File: config.mk
export PLATFORM = sky130hd
export DESIGN_NAME = aes_block_encrypt_top
export DESIGN_NICKNAME = d
export VERILOG_FILES = /design/src/aesbe_pkg.sv /design/src/aes_block_encrypt_top.sv /design/src/aesbe_ram.sv
export SDC_FILE = /design/constraint.sdc
export NUM_CORES = 2
export LEC_CHECK = 0
export ABC_AREA = 1
export BUFFER_PORTS_ARGS = -buffer_cell sky130_fd_sc_hd__buf_2
export CAP_MARGIN = 10
export CORE_UTILIZATION = 30
export CTS_BUF_LIST = sky130_fd_sc_hd__clkbuf_4 sky130_fd_sc_hd__clkbuf_8 sky130_fd_sc_hd__clkbuf_16
export CTS_CLUSTER_DIAMETER = 50
export DETAILED_ROUTE_END_ITERATION = 10
export PLACE_DENSITY = 0.55
export SYNTH_ARGS = -nofsm -noshare
export SYNTH_HDL_FRONTEND = slang
export SYNTH_HIERARCHICAL = 1
export SYNTH_SLANG_ARGS = --single-unit
File: constraint.sdc
create_clock -name clock -period 6.48 [get_ports clock]
set_input_delay 0.648 -clock clock [delete_from_list [all_inputs] [get_ports clock]]
set_output_delay 0.648 -clock clock [all_outputs]
set_load 0.01 [all_outputs]
File: src/aesbe_pkg.sv
// ----------------------------------------------------------------------------
// AES block encryption package
// Shared constants and GF(2^8) helper functions.
// ----------------------------------------------------------------------------
package aesbe_pkg;

   localparam int DefaultRounds        = 10;
   localparam int DefaultScheduleWords = 44;

   localparam logic ACT_KEY_WRITE = 1'b0;
   localparam logic ACT_ENCRYPT   = 1'b1;

   function automatic logic [7:0] xtime(input logic [7:0] a);
      xtime = {a[6:0], 1'b0} ^ (a[7] ? 8'h1b : 8'h00);
   endfunction

   function automatic logic [7:0] gf_mul(input logic [7:0] a, input logic [7:0] b);
      logic [7:0] acc;
      logic [7:0] x;
      acc = 8'h00;
      x   = a;
      for (int i = 0; i < 8; i++) begin
         if (b[i]) begin
            acc = acc ^ x;
         end
         x = xtime(x);
      end
      gf_mul = acc;
   endfunction

   // Standard AES forward S-box as a constant table.
   localparam logic [7:0] SBOX [256] = '{
      8'h63,8'h7c,8'h77,8'h7b,8'hf2,8'h6b,8'h6f,8'hc5,8'h30,8'h01,8'h67,8'h2b,8'hfe,8'hd7,8'hab,8'h76,
      8'hca,8'h82,8'hc9,8'h7d,8'hfa,8'h59,8'h47,8'hf0,8'had,8'hd4,8'ha2,8'haf,8'h9c,8'ha4,8'h72,8'hc0,
      8'hb7,8'hfd,8'h93,8'h26,8'h36,8'h3f,8'hf7,8'hcc,8'h34,8'ha5,8'he5,8'hf1,8'h71,8'hd8,8'h31,8'h15,
      8'h04,8'hc7,8'h23,8'hc3,8'h18,8'h96,8'h05,8'h9a,8'h07,8'h12,8'h80,8'he2,8'heb,8'h27,8'hb2,8'h75,
      8'h09,8'h83,8'h2c,8'h1a,8'h1b,8'h6e,8'h5a,8'ha0,8'h52,8'h3b,8'hd6,8'hb3,8'h29,8'he3,8'h2f,8'h84,
      8'h53,8'hd1,8'h00,8'hed,8'h20,8'hfc,8'hb1,8'h5b,8'h6a,8'hcb,8'hbe,8'h39,8'h4a,8'h4c,8'h58,8'hcf,
      8'hd0,8'hef,8'haa,8'hfb,8'h43,8'h4d,8'h33,8'h85,8'h45,8'hf9,8'h02,8'h7f,8'h50,8'h3c,8'h9f,8'ha8,
      8'h51,8'ha3,8'h40,8'h8f,8'h92,8'h9d,8'h38,8'hf5,8'hbc,8'hb6,8'hda,8'h21,8'h10,8'hff,8'hf3,8'hd2,
      8'hcd,8'h0c,8'h13,8'hec,8'h5f,8'h97,8'h44,8'h17,8'hc4,8'ha7,8'h7e,8'h3d,8'h64,8'h5d,8'h19,8'h73,
      8'h60,8'h81,8'h4f,8'hdc,8'h22,8'h2a,8'h90,8'h88,8'h46,8'hee,8'hb8,8'h14,8'hde,8'h5e,8'h0b,8'hdb,
      8'he0,8'h32,8'h3a,8'h0a,8'h49,8'h06,8'h24,8'h5c,8'hc2,8'hd3,8'hac,8'h62,8'h91,8'h95,8'he4,8'h79,
      8'he7,8'hc8,8'h37,8'h6d,8'h8d,8'hd5,8'h4e,8'ha9,8'h6c,8'h56,8'hf4,8'hea,8'h65,8'h7a,8'hae,8'h08,
      8'hba,8'h78,8'h25,8'h2e,8'h1c,8'ha6,8'hb4,8'hc6,8'he8,8'hdd,8'h74,8'h1f,8'h4b,8'hbd,8'h8b,8'h8a,
      8'h70,8'h3e,8'hb5,8'h66,8'h48,8'h03,8'hf6,8'h0e,8'h61,8'h35,8'h57,8'hb9,8'h86,8'hc1,8'h1d,8'h9e,
      8'he1,8'hf8,8'h98,8'h11,8'h69,8'hd9,8'h8e,8'h94,8'h9b,8'h1e,8'h87,8'he9,8'hce,8'h55,8'h28,8'hdf,
      8'h8c,8'ha1,8'h89,8'h0d,8'hbf,8'he6,8'h42,8'h68,8'h41,8'h99,8'h2d,8'h0f,8'hb0,8'h54,8'hbb,8'h16
   };

endpackage

File: src/aes_block_encrypt_top.sv
// ----------------------------------------------------------------------------
// AES block encryption top level
// Column-serial AES-128/192/256 cipher core with a loadable key schedule.
// ----------------------------------------------------------------------------
// Channel | Dir | Ports                         | Word contents
// req     | in  | req_tvalid/tready/tdata/tuser | tuser: action; tdata: key/block
// rsp     | out | rsp_tvalid/tready/tdata       | tdata: ciphertext
//
// The state is held as four 32-bit columns in a shift register. One column
// (one digit) passes through SubBytes, MixColumns and AddRoundKey per cycle,
// unless the last column is held; the single column datapath and the one
// schedule word read per cycle from the key store set this rate.
// After an encryption word is accepted, ST_PRIME primes the key read, then
// ST_RUN handles the initial key addition (AddRoundKey only) and each
// round column by column, the final round without MixColumns; rsp_tvalid
// rises as the last column is written. A new word is accepted only once
// the core is back in idle. A key write leaves the core idle and ready.
// Reset clears only control state; the key store is not cleared.
// A result waits in its output register while rsp_tready is low; new words
// are still accepted, and an encryption that reaches its last column while
// the register is still full holds that column until the register is taken.
module aes_block_encrypt_top
   import aesbe_pkg::*;
#(
   parameter int ROUNDS         = DefaultRounds,
   parameter int SCHEDULE_WORDS = DefaultScheduleWords
) (
   input  logic         clock,
   input  logic         reset,
   input  logic         req_tvalid,
   output logic         req_tready,
   // tdata, lowest bit up: key_index[5:0], key_word[37:6],
   // block_high[101:38], block_low[165:102], zeros[167:166]
   input  logic [167:0] req_tdata,
   // tuser: action[0]
   input  logic         req_tuser,
   output logic         rsp_tvalid,
   input  logic         rsp_tready,
   // tdata, lowest bit up: cipher_high[63:0], cipher_low[127:64]
   output logic [127:0] rsp_tdata
);

   localparam int AddrW  = $clog2(SCHEDULE_WORDS);
   localparam int RoundW = $clog2(ROUNDS + 1);

   typedef enum logic [1:0] {
      ST_IDLE,
      ST_PRIME,
      ST_RUN
   } state_type;

   state_type           state_ff;
   logic [RoundW-1:0]   round_ff;
   logic [1:0]          col_ff;
   logic [31:0]         cols_ff [4];
   logic                rsp_valid_ff;
   logic [127:0]        rsp_data_ff;
   logic [RoundW+1:0]   rd_idx;
   logic [AddrW-1:0]    rd_addr;
   logic [31:0]         key_rd;
   logic                key_ok_ff;
   logic [31:0]         key_word;
   logic                accept;
   logic                wr_en;
   logic [5:0]          key_index;
   logic [31:0]         new_col;
   logic [31:0]         sub_col;
   logic [31:0]         mix_col;
   logic                last_col;
   logic                stall;

   assign req_tready = (state_ff == ST_IDLE);
   assign accept     = req_tvalid && req_tready;
   assign key_index  = req_tdata[5:0];
   assign wr_en      = accept && (req_tuser == ACT_KEY_WRITE)
                       && ({26'd0, key_index} < SCHEDULE_WORDS);

   // Word address read for the column that is processed in the next cycle.
   // The store read is registered, so the address runs one column ahead.
   // While the last column is held, the same word is read again.
   always_comb begin
      logic [RoundW-1:0] nr;
      logic [1:0]        nc;
      nr = round_ff;
      nc = col_ff;
      if (state_ff != ST_RUN) begin
         nr = '0;
         nc = 2'd0;
      end else if (!stall) begin
         nc = col_ff + 2'd1;
         if (col_ff == 2'd3) begin
            nr = round_ff + 1'b1;
         end
      end
      rd_idx = {nr, nc};
   end

   assign rd_addr = rd_idx[AddrW-1:0];

   aesbe_ram #(
      .Width(32),
      .Depth(SCHEDULE_WORDS)
   ) u_key_store (
      .clock  (clock),
      .wr_en  (wr_en),
      .wr_addr(key_index[AddrW-1:0]),
      .wr_data(req_tdata[37:6]),
      .rd_addr(rd_addr),
      .rd_data(key_rd)
   );

   assign key_word = key_ok_ff ? key_rd : 32'd0;

   // ShiftRows: output column c takes row r from column c+r. The shift
   // register rotates so that column c sits at slot 0; column c+r is slot r.
   // Columns already rewritten this round were moved to the tail, so the
   // original bytes stay in the slots; the rewritten ones go to nxt_ff.
   logic [7:0] sb [4];
   always_comb begin
      for (int r = 0; r < 4; r++) begin
         sb[r] = SBOX[cols_ff[r][31-8*r -: 8]];
      end
      sub_col = {sb[0], sb[1], sb[2], sb[3]};
      mix_col[31:24] = xtime(sb[0]) ^ gf_mul(sb[1], 8'h03) ^ sb[2] ^ sb[3];
      mix_col[23:16] = sb[0] ^ xtime(sb[1]) ^ gf_mul(sb[2], 8'h03) ^ sb[3];
      mix_col[15:8]  = sb[0] ^ sb[1] ^ xtime(sb[2]) ^ gf_mul(sb[3], 8'h03);
      mix_col[7:0]   = gf_mul(sb[0], 8'h03) ^ sb[1] ^ sb[2] ^ xtime(sb[3]);
      if (round_ff == '0) begin
         new_col = cols_ff[0] ^ key_word;
      end else if (round_ff == RoundW'(ROUNDS)) begin
         new_col = sub_col ^ key_word;
      end else begin
         new_col = mix_col ^ key_word;
      end
   end

   assign last_col = (col_ff == 2'd3) && (round_ff == RoundW'(ROUNDS));

   // The finished block cannot leave while the previous result still sits
   // in the output register and is not taken at this edge.
   assign stall = (state_ff == ST_RUN) && last_col && rsp_valid_ff && !rsp_tready;

   // Within a round the state is kept in a staging view: slots hold the
   // original columns c, c+1, c+2, c+3; the finished column leaves slot 0
   // into a separate result shift line that becomes the next round's state.
   logic [31:0] nxt_ff [4];

   always_ff @(posedge clock) begin
      key_ok_ff <= ({{(32-RoundW-2){1'b0}}, rd_idx} < 32'(SCHEDULE_WORDS));
      if (reset) begin
         state_ff     <= ST_IDLE;
         rsp_valid_ff <= 1'b0;
         round_ff     <= '0;
         col_ff       <= 2'd0;
      end else begin
         if (rsp_valid_ff && rsp_tready) begin
            rsp_valid_ff <= 1'b0;
         end
         unique case (state_ff)
            ST_IDLE: begin
               if (accept && (req_tuser == ACT_ENCRYPT)) begin
                  state_ff <= ST_PRIME;
                  round_ff <= '0;
                  col_ff   <= 2'd0;
               end
            end
            ST_PRIME: begin
               state_ff <= ST_RUN;
            end
            ST_RUN: begin
               if (!stall) begin
                  col_ff <= col_ff + 2'd1;
                  if (col_ff == 2'd3) begin
                     round_ff <= round_ff + 1'b1;
                  end
                  if (last_col) begin
                     state_ff     <= ST_IDLE;
                     rsp_valid_ff <= 1'b1;
                  end
               end
            end
            default: state_ff <= ST_IDLE;
         endcase
      end
      if (accept && (req_tuser == ACT_ENCRYPT)) begin
         for (int c = 0; c < 4; c++) begin
            cols_ff[c] <= (c < 2) ? req_tdata[101-32*c -: 32]
                                  : req_tdata[165-32*(c-2) -: 32];
         end
      end else if ((state_ff == ST_RUN) && !stall) begin
         // rotate the original columns; round 0 uses no row shift
         cols_ff[0] <= cols_ff[1];
         cols_ff[1] <= cols_ff[2];
         cols_ff[2] <= cols_ff[3];
         cols_ff[3] <= cols_ff[0];
         nxt_ff[0]  <= nxt_ff[1];
         nxt_ff[1]  <= nxt_ff[2];
         nxt_ff[2]  <= nxt_ff[3];
         nxt_ff[3]  <= new_col;
         if (col_ff == 2'd3) begin
            cols_ff[0] <= nxt_ff[1];
            cols_ff[1] <= nxt_ff[2];
            cols_ff[2] <= nxt_ff[3];
            cols_ff[3] <= new_col;
         end
         if (last_col) begin
            rsp_data_ff <= {nxt_ff[3], new_col, nxt_ff[1], nxt_ff[2]};
         end
      end
   end

   assign rsp_tvalid = rsp_valid_ff;
   assign rsp_tdata  = rsp_data_ff;

`ifndef SYNTH
   a_no_accept_busy: assert property (@(posedge clock) disable iff (reset)
      (state_ff != ST_IDLE) |-> !req_tready)
      else $error("request taken while busy");
   a_rsp_hold: assert property (@(posedge clock) disable iff (reset)
      (rsp_valid_ff && !rsp_tready) |=> rsp_valid_ff && $stable(rsp_data_ff))
      else $error("result lost under stall");
   a_done_valid: assert property (@(posedge clock) disable iff (reset)
      (state_ff == ST_RUN && last_col) |=> rsp_valid_ff)
      else $error("finished block gave no result");
`endif

endmodule

File: src/aesbe_ram.sv
// ----------------------------------------------------------------------------
// AES block encryption generic RAM
// Single write port, single read port with registered read data.
// ----------------------------------------------------------------------------
module aesbe_ram #(
   parameter int Width = 32,
   parameter int Depth = 64
) (
   input  logic                     clock,
   input  logic                     wr_en,
   input  logic [$clog2(Depth)-1:0] wr_addr,
   input  logic [Width-1:0]         wr_data,
   input  logic [$clog2(Depth)-1:0] rd_addr,
   output logic [Width-1:0]         rd_data
);

   logic [Width-1:0] mem_ff [Depth];
   logic [Width-1:0] rd_data_ff;

   always_ff @(posedge clock) begin
      if (wr_en) begin
         mem_ff[wr_addr] <= wr_data;
      end
      rd_data_ff <= mem_ff[rd_addr];
   end

   assign rd_data = rd_data_ff;

endmodule
==> out/summary.md <==
* finished, final reports clean — result of the run
* 199.7 mm — DP Wirelength
* 28,700 — Filler cells
* sky130_fd_sc_hd__nand2_1, sky130_fd_sc_hd__edfxtp_1, sky130_fd_sc_hd__nand3_1 — top cells by count, synth
* 107.0 ps — worst-case clock skew
* built — TritonCTS clock tree
* rsp_tvalid — launch instance of the worst register-to-register path
* 1030 ps — Worst Setup Slack post-DPL
* u_key_store/rd_data[1] — worst reg2reg endpoint
* sky130_fd_sc_hd__edfxtp_1 — Synth Flop Type
* 287,500 µm² — area of the die
* 0 — hold violation count in the final report
* 49 — Yosys cell types
* sky130_fd_sc_hd__edfxtp_1, sky130_fd_sc_hd__nand2_1, sky130_fd_sc_hd__nand3_1, sky130_fd_sc_hd__o21ai_0, sky130_fd_sc_hd__nor2_1 — cell types with the largest area share after synthesis
* 286.5 nW/µm² — pwr dens
* sky130_fd_sc_hd__inv_8 — library cell contributing the largest single delay on the critical path
* 450.5 mm — global-route wire length before repair
* in -> reg — path category of the worst min-delay check
* 9,046 — synthesized net count
* 10 — length of the first detailed-routing pass in iterations
* 303 — number of primary I/O pins
* 30.25% — effective utilization at floorplan
* 1249 ps — crit path setup slack, layout
* 680 ps — highest cell delay on the worst timing path
* 68,210 — total number of vias
* 3 — number of cells on the worst hold path
* 8,809 — synthesized netlist cell count
* 0.9648 — gp weighted congestion
* 200 — clock buffers created by TritonCTS
* 5 — CP bufs+invs
* 0 — Max-Cap Viols
* inv_1, nor2_1, nand3_1, nand2_4, inv_4, or2_2, nand2_1, inv_8, inv_8, buf_12, nand2_1, nand3_1, nand3_1, nand2_1, nand2_1, nand3_1, nand3_1, nand2_1 — cell breakdown of the critical path
* 191.2 MHz — Max Freq
* 62.72% — sequential fraction of the synthesis area
* 7.547 mW — switching power summed over all nets
* no — RSZ-0062 raised after global routing
* 0 — Remaining DRCs
* 7190 ps — Crit path required time
* 312.6 mm — sum of routed wire length over all layers
* 80.72% — period utilisation layout
* 60 ps — clock slew seen by the registers of the worst setup and hold paths
* 0 ps — total negative slack for setup checks
* sky130_fd_sc_hd__clkbuf_16 — root buf cell
* 6 — YS warnings
* 1250 ps — register-to-register setup slack
* 0% — fraction of registers with async set or reset after synthesis
* 9.718 µm² — synthesized area divided by synthesized cell count
* 9,174 — post-layout net count
* 20.42 mW — internal power contribution
* 1,802 — number of storage elements in the synthesis netlist
* 110.5 ps — hold_ws
* 0 — overflow left after global routing
* 26.98% — switching part of the total power
* 4 — maximum count of clock buffers along a single path
* 195 — row count
* 300 — port buffer count
* register — CP startpoint kind
* 5231 ps — minimum period implied by the final worst setup slack
* 13.0% — combinational fraction of design power
* 40.4% — clock share of power
* 1,802 — Sinks on Clock Net
* 0 — Finish-stage setup viols
* 63,600 — via count of the first global-routing pass
* simple AND/OR/NAND/NOR gates — Worst path top cell family by delay
* 283,000 µm² — placeable core area
* 18 — number of cells on the worst reg-to-reg path
* 18 — number of gates on the worst path with buffers counted
* 900 ps — clock latency reported for the late side of the worst-skew pair
* 106 — largest fanout on the critical path
* 0 — number of instances resized during post-cts repair
* 4 — H-tree Lvls
* reg -> reg — crit path kind
* 31 — number of antenna violations at the first check in global routing
* 0 — fin. max-slew vios
* sky130_fd_sc_hd__edfxtp_1 — Yosys top cell by area
* 61.74% — area fraction of the dominant cell type after synthesis
* 21.10% — overall fraction of global-route tracks in use
* 18.93% — relative slew slack
* 1213 ps — Worst-Margin Slew
* 5.311 — per-cell via count in the routed design
* cols_ff[2][17] — Worst Hold Path EP
* 536.2 µm — floorplan die height
* 536.2 µm — Die Span X
* 10.32% — share of layout cells above drive strength 1
* 1,760 — number of flops mapped to enable cells by yosys
* 160 — largest net degree at the start of global routing
* 37.11 nW — Lkg Pwr
* 7,917 — number of design-rule violations left by the first detailed-router iteration
* register — Critical Path Sink Type
* 46.6% — power share of the sequential group
* 85,600 µm² — post-synthesis instance area
* req_tdata[151] — worst hold start
* 221.9 µV — Worst IR Drop VDD
* 0 — Antenna Nets Post-Route
* 5940 ps — arrival time at the worst endpoint
* sky130_fd_sc_hd__nand2_1 — most frequent cell after synthesis
* 24.34 µm — per-cell routed wire length
* 14.04% — synth-to-layout area growth
final cells by class:
class / instances / area (µm²) / share of cell area [%]
Antenna cell: 8 / 20.02 / 0.02051
Clock buffer: 236 / 5340 / 5.470
Clock inverter: 121 / 1180 / 1.209
Inverter: 290 / 1131 / 1.159
Multi-Input combinational cell: 6178 / 28560 / 29.26
Sequential cell: 1802 / 53690 / 55.00
Tap cell: 3743 / 4683 / 4.797
Timing Repair Buffer: 465 / 3013 / 3.086
what timing repair did:
action,CTS,global route
hold buffers,1,0
setup buffers,0,0
hold endpoints to repair,1,0
state kept, by name, summed over array words and instances, names as in the netlist:
name / flops
rsp_tdata: 128
col_ff: 2
u_key_store/rd_data: 32
key_ok_ff: 1
u_key_store/mem_ff: 1408
state_ff: 2
nxt_ff: 96
rsp_tvalid: 1
cols_ff: 128
round_ff: 4
cells in the final DEF, fill, tap and decap left out, drive strengths merged:
master,instances
a211oi,3
a21o,1
a21oi,125
a22oi,103
a31oi,14
and2,32
buf,464
bufinv,16
clkbuf,236
clkinv,84
clkinvlp,7
dfxtp,42
diode,8
dlygate4sd3,1
edfxtp,1760
ha,64
inv,304
nand2,3057
nand3,1708
nand3b,8
nand4,11
nor2,396
nor3,22
nor3b,2
o2111ai,2
o211a,1
o211ai,113
o21a,3
o21ai,403
o21bai,4
o221ai,32
o22ai,51
o31ai,6
or2,4
xnor2,1
xor2,12
per-layer routing:
metal	GRT usage [%]	vias up	share of wire, %
met4	6.028	22	3.0
met1	29.91	33600	44
met5	0	-	0.045
met2	33.08	3071	45
met3	3.457	512	8.0
li1	-	31010	-
power by group through the flow:
stage,Clock (mW),Sequential (mW),Combinational (mW)
final,11.3,13.0,3.64
after global routing,11.9,13.0,3.96
after CTS,11.5,13.0,3.57
after detailed placement,0,13.3,3.56
after global placement,0,13.3,3.58
after floorplan,0,13.2,2.27
worst max-delay path by stage:
| stage | to | from |
|---|---|---|
| global route | u_key_store/rd_data[30] | round_ff[0] |
| detailed placement | u_key_store/rd_data[11] | rsp_tready |
| global placement | u_key_store/rd_data[11] | rsp_tready |
| floorplan | rsp_tdata[0] | round_ff[0] |
| finish | u_key_store/rd_data[1] | rsp_tvalid |
| CTS | u_key_store/rd_data[11] | rsp_tvalid |
through the flow:
stage	area [µm²]	power, mW	util (%)	std cells
global placement	91040	16.84	32.17	12480
detailed placement	91040	16.82	32.17	12480
global route	97600	28.93	34.49	12840
finish	97620	27.97	34.49	12840
CTS	97570	28.12	34.48	12830
floorplan	85600	15.48	-	8809
kinds of logic after synthesis:
kind of cell	share of synthesized area, %
adders and majority gates	0.9354
buffers and inverters	4.373
xor gates and xnor gates	0.1506
AOI/OAI and AO/OA	5.978
DFF	62.72
and+or+nand+nor	25.84
tightest hold or removal path, delay by kind of cell:
| kind | cells | cell delay, ps |
|---|---|---|
| AND/OR/NAND/NOR | 2 | 110 |
| buffers and inverters | 1 | 80 |
Power figures use the tool's default switching activity.
